$ cat src/hdl/nks_fifo.sv
// two-entry queue used between front and back and on the result side
module nks_fifo #(
  parameter type item_t = logic
) (
  input  logic  clk,
  input  logic  rst,
  input  logic  wr,
  input  item_t wdata,
  output logic  full,
  input  logic  rd,
  output item_t rdata,
  output logic  empty
);

  item_t      store [2];
  logic       wptr;
  logic       rptr;
  logic [1:0] count;

  assign full  = (count == 2'd2);
  assign empty = (count == 2'd0);
  assign rdata = store[rptr];

  // pointers and fill level
  always_ff @(posedge clk) begin
    if (rst) begin
      wptr  <= 1'b0;
      rptr  <= 1'b0;
      count <= 2'd0;
    end else begin
      if (wr && !full) wptr <= ~wptr;
      if (rd && !empty) rptr <= ~rptr;
      unique case ({wr && !full, rd && !empty})
        2'b10:   count <= count + 2'd1;
        2'b01:   count <= count - 2'd1;
        default: count <= count;
      endcase
    end
  end

  // storage
  always_ff @(posedge clk) begin
    if (wr && !full) store[wptr] <= wdata;
  end

endmodule

$ cat config.mk
export PLATFORM = sky130hd
export DESIGN_NAME = nks_fifo
export DESIGN_NICKNAME = d
export VERILOG_FILES = /design/src/hdl/nks_fifo.sv
export SDC_FILE = /design/constraint.sdc
export NUM_CORES = 1
export LEC_CHECK = 0
export ABC_AREA = 1
export BUFFER_PORTS_ARGS = -buffer_cell sky130_fd_sc_hd__buf_2
export CORE_AREA = 5 5 42 44
export CTS_CLUSTER_DIAMETER = 200
export DETAILED_ROUTE_END_ITERATION = 7
export DIE_AREA = 0 0 47 49
export PLACE_DENSITY_LB_ADDON = 0.08
export REMOVE_ABC_BUFFERS = 1
export SETUP_SLACK_MARGIN = 0.05
export SLEW_MARGIN = 20
export SYNTH_ARGS = -nofsm -noshare
export SYNTH_HDL_FRONTEND = slang
export SYNTH_SLANG_ARGS = --single-unit
$ cat constraint.sdc
create_clock -name clk -period 1.43 [get_ports clk]
set_input_delay 0.286 -clock clk [delete_from_list [all_inputs] [get_ports clk]]
set_output_delay 0.286 -clock clk [all_outputs]
set_load 0.01 [all_outputs]
==> out/metrics.csv <==
metric;value;unit
n_diodes;0;
worst path arrival time;1020;ps
Area Growth Syn to Fin;28.0;%
total track usage;7.20;%
utilization after layout;31.4;%
Synth Flop Type;dfxtp_1;
via count of the first global-routing pass;298;
CP Max Fanout;1;
Post-synth top cells;10 x nor2_1, 7 x inv_1, 7 x nand2_1, 5 x dfxtp_1, 3 x nor2_4;
routed vias;281;
final wirelength;669;um
final setup violating endpoints;0;
MaxCap Viol Count;0;
Leak;0.209;nW
# port buffers;7;
WHS;222;ps
ratio of cells with drive above 1 in the final layout;40.7;%
clock transition at the registers of the reported paths;60;ps
unrepaired setup endpoints after global routing;false;
Synth cell types;14;
root buffer cell;clkbuf_4;
Site Rows;14;
hold buffers post-CTS;0;
Net Sw Frac;36.2;%
Clock Power Share;25.0;%
area of the die;2300;um^2
setup TNS;0;ps
peak supply drop;508;uV
drt first-iter violations;3;
die span in x;47;um
fraction of registers with async set/reset;0;%
routability cong.;0.649;
Crit Path Class;flop to output pin;
Int Power;0.466;mW
first-pass GRT wire length;1130;um
number of synthesized register bits;7;
Fmax achieved;763;MHz
wire per inst;9.56;um
H-Tree Depth;1;
Worst slew margin;90.3;%
CTS tree;done;
Cells after Synth;43;
sw power;0.265;mW
HPWL Detailed;534;um
hold crit path type;primary input to flop;
Synth top area share;29.1;%
Finished Cell Area;440;um^2
CTS Buffer Depth;2;
largest area contributor in the netlist;dfxtp_1;
Nets;61;
Post-route DRC;0;
cell area after synthesis;344;um^2
combinational power share;34.9;%
Seq/Total Area, Yosys;46.5;%
clk_skew;7.94;ps
Routed Antenna Nets;0;
PnR worst setup slack;119;ps
synthesized area per cell;8.00;um^2
top-count cell post-synth;nor2_1;
CTS Buf Count;3;
Die Height;49;um
GR Overflow Total;0;
CP startpoint kind;flop;
I/O Pins;8;
final hold vios;0;
Via density;4.01;
sequential share of power;40.1;%
kind of end point of the critical path;output pin;
clock sink count;7;
Placement Cell Area;399;um^2
Max Transition Viols Final;0;
drt pass-1 iters;5;
min Tclk post-route;1310;ps
largest net degree at the start of global routing;6;
Least-Margin Pin Slew;144;ps
required time worst endpoint;1140;ps
Ys Warns;0;
core area;1400;um^2
status;finished, final reports clean;
initial antenna violation count;0;
Initial Utilization;24.6;%
pre-CTS WS;20.8;ps
Tcrit/Tclk final;91.7;%
Synth area leaders;dfxtp_1 29%, edfxtp_1 17%, nor2_1 11%;
clock latency at the later pin of the worst-skew pair;250;ps
Pwr per Cell Area;1660;nW/um^2
number of synthesized flops with an enable pin;2;
-- power by group through the flow --
stage | clock, mW | combinational, mW | sequential [mW]
after floorplan | 0 | 0.178 | 0.283
after global placement | 0 | 0.224 | 0.288
after detailed placement | 0 | 0.234 | 0.292
after CTS | 0.193 | 0.237 | 0.291
after global routing | 0.203 | 0.286 | 0.299
final | 0.182 | 0.255 | 0.292
-- placed cells by master (no fill, tap or decap), drive strengths merged --
cell type	netlist	layout
edfxtp	2	2
o21ai	1	1
clkbuf	0	4
inv	9	9
ha	1	1
a21oi	1	1
nand2	8	8
mux2	1	1
dfxtp	5	5
nor2	14	14
buf	0	7
nand4	1	1
-- per-layer routing --
metal | up-vias | share of wire (%) | wire length (um) | GRT usage, %
met4 | 0 | 1.0 | 7 | 5.53
li1 | 151 | - | - | -
met1 | 118 | 42 | 281 | 7.30
met3 | 4 | 4.8 | 32 | 3.32
met2 | 8 | 52 | 346 | 10.9
met5 | - | 0 | 0 | 0
-- final timing paths --
kind | startpoint | endpoint | slack [ps] | depth (start not counted)
setup / recovery | flop | rdata | 120 | 2
hold / removal | wdata | store[1] | 220 | 1
setup reg to reg | count[0] | count[1] | 170 | 9
hold reg to reg | rptr | flop | 500 | 2
-- what timing repair did --
item / in CTS / in global routing
buffers inserted: 0 / 0
endpoints found under the setup margin: 1 / 1
resized for setup: 1 / 3
-- area by class of cell --
cell class                 instances  area (um^2)
multi-input combinational         27          163
timing repair buffer               7         35.0
sequential                         7          163
clock buffer                       4         26.3
fill                             167          961
inverter                           9         33.8
tap                               16         20.0
-- stage by stage --
step	cells	total power, mW
after floorplan	43	0.461
after global placement	66	0.512
after detailed placement	66	0.526
after CTS	70	0.721
after global routing	70	0.788
final	70	0.730
-- cell families (layout without fill, tap and decap cells) --
group                      count (synthesis)  count (layout)  synth area share (%)
and+or+nand+nor                           23              23                  33.8
adders and majority gates                  1               1                  3.64
buffers and inverters                      9              20                  9.82
DFF                                        7               7                  46.5
AOI/OAI and AO/OA                          2               2                  2.91
muxes                                      1               1                  3.27
-- worst max-delay path, cell delays in order, from the launching register on --
cell     delay (ps)
dfxtp_1         320
mux2_2          320
buf_2           140
(Power assumes the default switching activity.)
