`src/hdl/nks_pkg.sv`:
```
// shared types, codes and table layout for the k-mer statistics block
package nks_pkg;

  localparam int DIST_BINS_DEFAULT = 64;
  localparam int COUNTER_WIDTH_DEFAULT = 32;

  // request codes
  localparam logic [1:0] REQ_SYMBOL = 2'd0;
  localparam logic [1:0] REQ_READ   = 2'd1;
  localparam logic [1:0] REQ_CLEAR  = 2'd2;

  // status codes
  localparam logic [1:0] STAT_OK       = 2'd0;
  localparam logic [1:0] STAT_BAD_CHAR = 2'd1;
  localparam logic [1:0] STAT_RANGE    = 2'd2;

  // table select codes
  localparam logic [2:0] SEL_K1   = 3'd0;
  localparam logic [2:0] SEL_K2   = 3'd1;
  localparam logic [2:0] SEL_K3   = 3'd2;
  localparam logic [2:0] SEL_K4   = 3'd3;
  localparam logic [2:0] SEL_K5   = 3'd4;
  localparam logic [2:0] SEL_HIST = 3'd5;
  localparam logic [2:0] SEL_MAXD = 3'd6;
  localparam logic [2:0] SEL_SEEN = 3'd7;

  // internal operation codes
  localparam logic [1:0] OP_NONE   = 2'd0;
  localparam logic [1:0] OP_SYMBOL = 2'd1;
  localparam logic [1:0] OP_READ   = 2'd2;
  localparam logic [1:0] OP_CLEAR  = 2'd3;

  // counter memory layout: k=1..5 tables, then the repeat histogram
  localparam int K1_BASE   = 0;
  localparam int K2_BASE   = 4;
  localparam int K3_BASE   = 20;
  localparam int K4_BASE   = 84;
  localparam int K5_BASE   = 340;
  localparam int HIST_BASE = 1364;

  typedef struct packed {
    logic [1:0] op;
    logic [1:0] status;
    logic [1:0] sym;
    logic [2:0] sel;
    logic [9:0] idx;
  } cmd_t;

  typedef struct packed {
    logic [1:0]  status;
    logic [31:0] value;
  } res_t;

endpackage

```
`src/hdl/nks_front.sv`:
```
// front end: decodes requests, maps characters and range-checks reads
module nks_front import nks_pkg::*; #(
  parameter int DistanceBins = DIST_BINS_DEFAULT
) (
  input  logic [1:0] req_type,
  input  logic [7:0] symbol_char,
  input  logic [2:0] table_select,
  input  logic [9:0] read_index,
  output cmd_t       cmd
);

  localparam logic [12:0] HistLimit = 13'(4 * DistanceBins);

  logic [12:0] limit;
  logic        sym_ok;
  logic [1:0]  sym;

  // character to 2-bit code
  always_comb begin
    sym_ok = 1'b1;
    sym    = 2'd0;
    unique case (symbol_char)
      8'h41: sym = 2'd0;
      8'h43: sym = 2'd1;
      8'h47: sym = 2'd2;
      8'h54: sym = 2'd3;
      default: sym_ok = 1'b0;
    endcase
  end

  // size of the selected table
  always_comb begin
    unique case (table_select)
      SEL_K1:   limit = 13'd4;
      SEL_K2:   limit = 13'd16;
      SEL_K3:   limit = 13'd64;
      SEL_K4:   limit = 13'd256;
      SEL_K5:   limit = 13'd1024;
      SEL_HIST: limit = HistLimit;
      SEL_MAXD: limit = 13'd4;
      default:  limit = 13'd1;
    endcase
  end

  // classify
  always_comb begin
    cmd.op     = OP_NONE;
    cmd.status = STAT_OK;
    cmd.sym    = sym;
    cmd.sel    = table_select;
    cmd.idx    = read_index;
    unique case (req_type)
      REQ_SYMBOL: begin
        if (sym_ok) cmd.op = OP_SYMBOL;
        else cmd.status = STAT_BAD_CHAR;
      end
      REQ_READ: begin
        if ({3'd0, read_index} < limit) cmd.op = OP_READ;
        else cmd.status = STAT_RANGE;
      end
      REQ_CLEAR: cmd.op = OP_CLEAR;
      default: cmd.op = OP_NONE;
    endcase
  end

endmodule

```
`config.mk`:
```
export PLATFORM = sky130hd
export DESIGN_NAME = nks_front
export DESIGN_NICKNAME = d
export VERILOG_FILES = /design/src/hdl/nks_pkg.sv /design/src/hdl/nks_front.sv
export SDC_FILE = /design/constraint.sdc
export NUM_CORES = 1
export LEC_CHECK = 0
export BUFFER_PORTS_ARGS = -buffer_cell sky130_fd_sc_hd__buf_2
export CAP_MARGIN = 20
export CORE_AREA = 2 2 39 41
export DETAILED_ROUTE_END_ITERATION = 8
export DIE_AREA = 0 0 41 43
export PLACE_DENSITY = 0.72
export SLEW_MARGIN = 20
export SYNTH_ARGS = -nofsm -noshare
export SYNTH_HDL_FRONTEND = slang
export SYNTH_SLANG_ARGS = --single-unit
```
`constraint.sdc`:
```
create_clock -name vclk -period 3.71
set_input_delay 0.9275 -clock vclk [all_inputs]
set_output_delay 0.9275 -clock vclk [all_outputs]
set_load 0.01 [all_outputs]
```
==> results of run 1 <==
==> final cells by class <==
class | count | area, µm²
fill | 149 | 803
timing repair buffer | 45 | 233
tap | 16 | 20.0
multi-input combinational | 39 | 328
==> routing by layer <==
layer | GRT usage (%) | wire length [µm]
met3 | 1.57 | 137
met4 | 0 | 0
met2 | 21.9 | 458
met1 | 11.4 | 381
met5 | 0 | 0
==> cell usage after synthesis <==
cell type	number	area share, %
buf_4	13	23
ha_1	4	12
nand2_1	4	3.5
nor2_1	4	3.5
a211o_1	3	6.2
a21oi_1	2	2.4
nand2b_1	2	3.0
nor2b_1	2	3.0
a2111oi_4	1	6.5
a211oi_2	1	3.0
a21boi_0	1	1.8
a41oi_2	1	3.8
and3_1	1	1.5
mux2i_1	1	2.4
nand4b_1	1	2.1
nand4bb_1	1	2.7
nor3b_1	1	1.8
nor4b_1	1	2.1
o211a_1	1	2.4
o21ai_0	1	1.2
or2_2	1	1.5
or3b_1	1	2.1
or3b_2	1	2.1
or4_4	1	2.7
xnor2_1	1	2.1
xor2_1	1	2.1
==> what timing repair did <==
item                                    in CTS  in global routing
gates resized for setup                      0                  1
endpoints found under the setup margin       1                  1
pin swaps                                    1                  0
==> power by group <==
| part | internal [mW] | switching (mW) | total, mW |
|---|---|---|---|
| Clock | 0 | 0 | 0 |
| Combinational | 0.0325 | 0.0321 | 0.0646 |
| Sequential | 0 | 0 | 0 |
| Total | 0.0325 | 0.0321 | 0.0646 |
==> worst max-delay path by stage <==
stage / start / endpoint / slack (ns) / cells past startpoint
floorplan: table_select[2] / cmd[18] / 0.28 / 6
finish: table_select[2] / cmd[16] / 0.05 / 7
detailed placement: table_select[2] / cmd[18] / -0.006 / 8
CTS: table_select[2] / cmd[16] / 0.04 / 7
global placement: table_select[2] / cmd[18] / 0.03 / 8
global route: table_select[2] / cmd[16] / 0.002 / 7
==> metrics by stage <==
stage | area [µm²] | hold WS [ns] | setup WS [ns] | power (mW) | setup TNS [ns]
after floorplan | 423 | 1.90 | 0.278 | 0.0413 | 0
after global placement | 578 | 2.05 | 0.0254 | 0.0631 | 0
after detailed placement | 578 | 2.05 | -0.00613 | 0.0647 | -0.00613
after CTS | 578 | 2.05 | 0.0449 | 0.0649 | 0
after global routing | 581 | 2.07 | 0.00242 | 0.0724 | 0
final | 581 | 2.05 | 0.0480 | 0.0646 | 0
==> cell families (layout without fill, tap and decap cells) <==
logic type               after synthesis  in the layout  synth area share [%]
adder cells (fa/ha/maj)                4              4                  11.8
multiplexers                           1              1                  2.37
AO/OA/AOI/OAI                         11             11                  27.2
XOR/XNOR                               2              2                  4.14
AND/OR/NAND/NOR                       21             21                  31.4
buffers and inverters                 13             45                  23.1
==> impl_metrics.toml, run 1 <==
[final_layout]
clock_buffers = 0
fin_nets = 113
mostFrequentLayoutCells = "buf_2, nor2_1, ha_1"
area_growth_syn_to_layout_pct = 37.3
diodes = 0
layout_commonest_cell = "buf_2"
instances_no_fill = 100
seqCellArea_um2 = 0
final_util_pct = 42.0
design.seq.count = 0
drive_gt1_share_pct = 61.9

[worst_hold_path]
hp-class = "input pin to primary output"
worstHoldEndpoint = "cmd[0]"
hp-start = "read_index[0]"
whs_path_depth = 2

[drt]
drt_wl_total_um = 977
vias = 484
dr.first_iter.drc_count = 0
wire_per_inst_um = 9.77
drc_errors = 0
first_pass_iters = 1
drtAntennaViolNets = 0
viasPerCell = 4.84

[timing]
finalHoldViolations = 0
max_freq_mhz = 273
drv_slew = 0
period_needed_ns = 3.66
maxSlewHeadroom_pct = 64.4
finalSetupViolCount = 0
finalCritPeriodShare_pct = 98.7
rsz0062_at_grt = "false"
tightest_slew_ns = 0.527

[worst_setup_path]
path_class = "input pin to primary output"
cp_data_required_time_ns = 2.78
cp_max_fo = 2
cp_top_family = "compound AO/OA/AOI/OAI gates"
endpoint_kind = "primary output"
worst-path-buf-inv = 2
cpPeakStageDelay_ns = 0.47
cp_cell_sequence = "buf_2 -> or3b_2 -> ha_1 -> a211o_1 -> a211o_1 -> o211a_1 -> buf_2"
crit_arrival_ns = 2.73
worstSetupStartpointType = "input pin"
worst_path_max_delay_cell = "or3b_2"

[logic_synthesis]
avgSynthCellArea_um2 = 8.13
ys_warn_count = 0
syn_nets = 79
syn_inst = 52
ys_types = 26
netlist_area_um2 = 423
seq_area_frac_synth_pct = 0

[global_route]
grt_max_degree = 7
grt_pass1_wl_um = 1430
grt_remaining_overflow = 0
grtUsageTotal_pct = 10.9
antenna_found_initial = 0
grt_pass1_vias = 401

[power_and_ir_drop]
ir_drop_mv = 0.0419
power_density_nw_per_um2 = 111
power.leakage_nw = 0.305

[floorplan]
initial_core_util_pct = 30.6
dieArea_um2 = 1760
dieHeight_um = 43
rows = 14
pin_count = 42
coreArea_um2 = 1380
die_x_um = 41

[place]
dp_hpwl_um = 893
portBuffers = 42
routabilityCongestion = 0.648
placedCellCount = 100

[run_status]
status = "complete, no violations"

[cts]
post_cts_buffers = 0
hold_buffers = 0

[flow_run]
cap_violations = 0
No activity file was read; power rests on OpenSTA's default activity.
==> run 2: changes to the inputs <==
- SETUP_SLACK_MARGIN: default -> 0.2
==> impl_metrics.toml, run 2 (synthesized netlist as in run 1, its figures left out) <==
[drt]
vias = 494
drc_errors = 0
drtAntennaViolNets = 0
wire_per_inst_um = 11.0
drt_wl_total_um = 1100
dr.first_iter.drc_count = 3
viasPerCell = 4.94
first_pass_iters = 2

[final_layout]
fill_cells = 143
final_util_pct = 48.3
fin_nets = 113
area_growth_syn_to_layout_pct = 58.0
clock_buffers = 0
multiInputGateArea_um2 = 395
drive_gt1_share_pct = 69.0
seqCellArea_um2 = 0
design.seq.count = 0
diodes = 0
mostFrequentLayoutCells = "buf_2, nor2_1, buf_6, a211o_1, ha_4"
layout_commonest_cell = "buf_2"

[power_and_ir_drop]
power.total_mw = 0.0788
p_sw_mw = 0.0380
power_density_nw_per_um2 = 118
power.leakage_nw = 0.317
clockPowerShare_pct = 0
intPower_mw = 0.0408
ir_drop_mv = 0.0454
seqPwrFrac_pct = 0
comb_power_share_pct = 100.0
p_sw_share_pct = 48.2

[worst_setup_path]
worst-path-buf-inv = 3
crit_arrival_ns = 2.59
cp_max_fo = 5
endpoint_kind = "primary output"
crit_top_cell = "buf_6"
cp_data_required_time_ns = 2.78
worstSetupStartpointType = "input pin"
cp_cell_sequence = "buf_6 -> buf_6 -> xor2_2 -> nand2_1 -> ha_4 -> nand2_2 -> or4_4 -> a2111oi_4 -> a211oi_2 -> buf_2"
worst_path_max_delay_cell = "or4_4"
cpPeakStageDelay_ns = 0.44
cp_top_family = "simple AND/OR/NAND/NOR gates"
path_class = "input pin to primary output"

[global_route]
grt_remaining_overflow = 0
grt_pass1_vias = 439
gr-usage-met2_pct = 25.3
grtUsageMet3_pct = 1.57
grt_pass1_wl_um = 1620
antenna_found_initial = 0
grtUsageTotal_pct = 12.6
busiest_layer = "met2"
grt_max_degree = 7
grt_util_met1_pct = 13.3

[timing]
rsz0062_at_grt = "true"
finalWorstSetupSlack_ns = 0.195
tightest_slew_ns = 0.529
maxSlewHeadroom_pct = 64.2
finalCritPeriodShare_pct = 94.8
finalHoldViolations = 0
max_freq_mhz = 284
drv_slew = 0
period_needed_ns = 3.52
finalSetupViolCount = 0

[floorplan]
rows = 14
pin_count = 42
dieArea_um2 = 1760
initial_core_util_pct = 30.6
die_x_um = 41
coreArea_um2 = 1380
dieHeight_um = 43

[place]
dp_slack_ns = -0.00613
dp_hpwl_um = 893
routabilityCongestion = 0.648
portBuffers = 42

[cts]
hold_buffers = 0
post_cts_buffers = 0

[worst_hold_path]
hp-class = "input pin to primary output"

[flow_run]
cap_violations = 0

[run_status]
status = "complete, no violations"
run 2: cell counts in the layout (fill, tap and decap cells not counted):
No cell type changed its count.
run 2: worst paths after layout:
check,cells after the start,end,from,slack (ns)
hold / removal,2,cmd[0],read_index[0],2.05
setup / recovery,10,cmd[18],table_select[2],0.19
run 2: stage by stage:
stage,hold WS [ns],std cells,area (µm²),setup TNS (ns)
5_1_grt,2.07,100,668,0
4_1_cts,2.05,100,637,0
2_1_floorplan,1.90,52,423,0
6_report,2.05,100,668,0
3_3_place_gp,2.05,100,578,0
3_5_place_dp,2.05,100,578,-0.00613
run 2: routing by layer:
layer	part of all wire (%)	wire, µm	vias to the layer above
met4	0	0	0
met1	37	411	217
li1	-	-	244
met3	12	136	0
met5	0	0	-
met2	50	550	33
run 2: power groups by stage:
stage | Sequential, mW | Clock (mW) | Combinational, mW
3_3_place_gp | 0 | 0 | 0.0631
2_1_floorplan | 0 | 0 | 0.0413
5_1_grt | 0 | 0 | 0.0871
6_report | 0 | 0 | 0.0788
3_5_place_dp | 0 | 0 | 0.0647
4_1_cts | 0 | 0 | 0.0739
run 2: layout make-up:
class / instances / share of cell area [%]
tap: 16 / 3.00
timing repair buffer: 45 / 37.8
multi-input combinational: 39 / 59.2
run 2: repair_timing:
| action | CTS | global route |
|---|---|---|
| resized for setup | 9 | 5 |
| pin swaps | 2 | 1 |
| endpoints found under the setup margin | 2 | 2 |
==> run 3: changes to the inputs <==
- CELL_PAD_IN_SITES_DETAIL_PLACEMENT: default -> 0
- CELL_PAD_IN_SITES_GLOBAL_PLACEMENT: default -> 1
- CORE_AREA: 2 2 39 41 -> default
- CORE_UTILIZATION: default -> 24
- DIE_AREA: 0 0 41 43 -> default
- PLACE_DENSITY: 0.72 -> 0.83
==> impl_metrics.toml, run 3 (synthesized netlist as in run 1, its figures left out) <==
[global_route]
antenna_found_initial = 0
grt_pass1_wl_um = 1550
grt_max_degree = 7
grt_pass1_vias = 404
grt_remaining_overflow = 0
grtUsageTotal_pct = 10.0

[place]
dp_hpwl_um = 824
routabilityCongestion = 0.625
dpl_cell_area_um2 = 578
placedCellCount = 100
portBuffers = 42

[final_layout]
mostFrequentLayoutCells = "buf_2, nor2_1, buf_6, a211o_1, buf_4"
area_growth_syn_to_layout_pct = 58.6
clock_buffers = 0
design.seq.count = 0
drive_gt1_share_pct = 68.6
finish.instance_area_um2 = 671
seqCellArea_um2 = 0
diodes = 0
fin_nets = 115
instances_no_fill = 102
layout_commonest_cell = "buf_2"

[drt]
vias = 494
wl_met2_um = 539
dr.first_iter.drc_count = 9
first_pass_iters = 8
viasPerCell = 4.84
top_layer_used = "met3"
dr_wl_met3_um = 93
drt_wl_total_um = 1020
wirelength_met1_um = 382
drc_errors = 1
wire_per_inst_um = 9.95
drtAntennaViolNets = 0

[flow_run]
cap_violations = 0

[floorplan]
initial_core_util_pct = 26.8
pin_count = 42
coreArea_um2 = 1580
die_x_um = 44.0
dieArea_um2 = 1930
dieHeight_um = 44.0
rows = 14

[worst_hold_path]
whs_path_depth = 2
worstHoldEndpoint = "cmd[0]"
hp-class = "input pin to primary output"
hp-start = "read_index[0]"

[timing]
maxSlewHeadroom_pct = 67.6
period_needed_ns = 3.53
tightest_slew_ns = 0.479
finalHoldViolations = 0
rsz0062_at_grt = "true"
max_freq_mhz = 283
drv_slew = 0
finalCritPeriodShare_pct = 95.1
finalSetupViolCount = 0

[worst_setup_path]
worst_path_max_delay_cell = "or4_4"
endpoint_kind = "primary output"
cp_cell_sequence = "buf_6 -> or3b_4 -> ha_4 -> nand2_2 -> or4_4 -> a2111oi_4 -> a211oi_2 -> buf_2"
worstSetupStartpointType = "input pin"
path_class = "input pin to primary output"
cp_data_required_time_ns = 2.78
cp_max_fo = 2
crit_arrival_ns = 2.60
cpPeakStageDelay_ns = 0.44

[power_and_ir_drop]
power.leakage_nw = 0.327
intPower_mw = 0.0420
power.total_mw = 0.0790
comb_power_share_pct = 100.0
power_density_nw_per_um2 = 118
clockPowerShare_pct = 0
p_sw_share_pct = 46.8
seqPwrFrac_pct = 0
ir_drop_mv = 0.0320
p_sw_mw = 0.0370

[run_status]
violations = "design-rule violations"
status = "finished with violations"
==> run 3: changes by cell type in the layout (fill, tap and decap cells not counted), sizes merged <==
cell,previous run,this run
buf,45,47
==> run 3: how the worst max path moves through the flow <==
| stage | from | to | slack, ns |
|---|---|---|---|
| floorplan | table_select[2] | cmd[18] | 0.28 |
| global placement | table_select[2] | cmd[18] | 0.02 |
| detailed placement | table_select[2] | cmd[18] | -0.002 |
| CTS | table_select[1] | cmd[18] | 0.18 |
| global route | table_select[1] | cmd[18] | 0.10 |
| finish | table_select[2] | cmd[18] | 0.18 |
==> run 3: power by group through the flow <==
stage	sequential (mW)	clock, mW	combinational, mW
2_1_floorplan	0	0	0.0413
3_3_place_gp	0	0	0.0634
3_5_place_dp	0	0	0.0643
4_1_cts	0	0	0.0779
5_1_grt	0	0	0.0862
6_report	0	0	0.0790
==> run 3: final cells by class <==
class | instances | area (µm²)
Tap cell | 16 | 20.0
Fill cell | 174 | 906
Multi-Input combinational cell | 39 | 383
Timing Repair Buffer | 47 | 268
==> run 3: per-layer routing <==
metal,vias to the layer above,GRT usage [%]
met1,217,10.4
li1,248,-
met5,-,0
met4,0,0
met3,0,0.833
met2,29,22.1
==> run 3: critical path: cells and delay by family <==
kind,cells,cell delay (ns)
and+or+nand+nor,3,0.88
AOI/OAI and AO/OA,2,0.27
buffers and inverters,2,0.23
adders and majority gates,1,0.28
==> run 3: metrics by stage <==
step | util (%) | hold slack (ns) | TNS [ns] | worst slack (ns)
2_1_floorplan | - | 1.90 | 0 | 0.278
3_3_place_gp | 36.7 | 2.05 | 0 | 0.0163
3_5_place_dp | 36.7 | 2.05 | -0.00163 | -0.00163
4_1_cts | 41.9 | 2.05 | 0 | 0.185
5_1_grt | 42.5 | 2.06 | 0 | 0.101
6_report | 42.5 | 2.05 | 0 | 0.182
==> run 3: timing repair <==
action / 4_1_cts / 5_1_grt
pin swaps: 6 / 1
endpoints found under the setup margin: 2 / 2
hold buffers: 0 / 0
gates resized for setup: 11 / 2
buffers inserted: 2 / 0
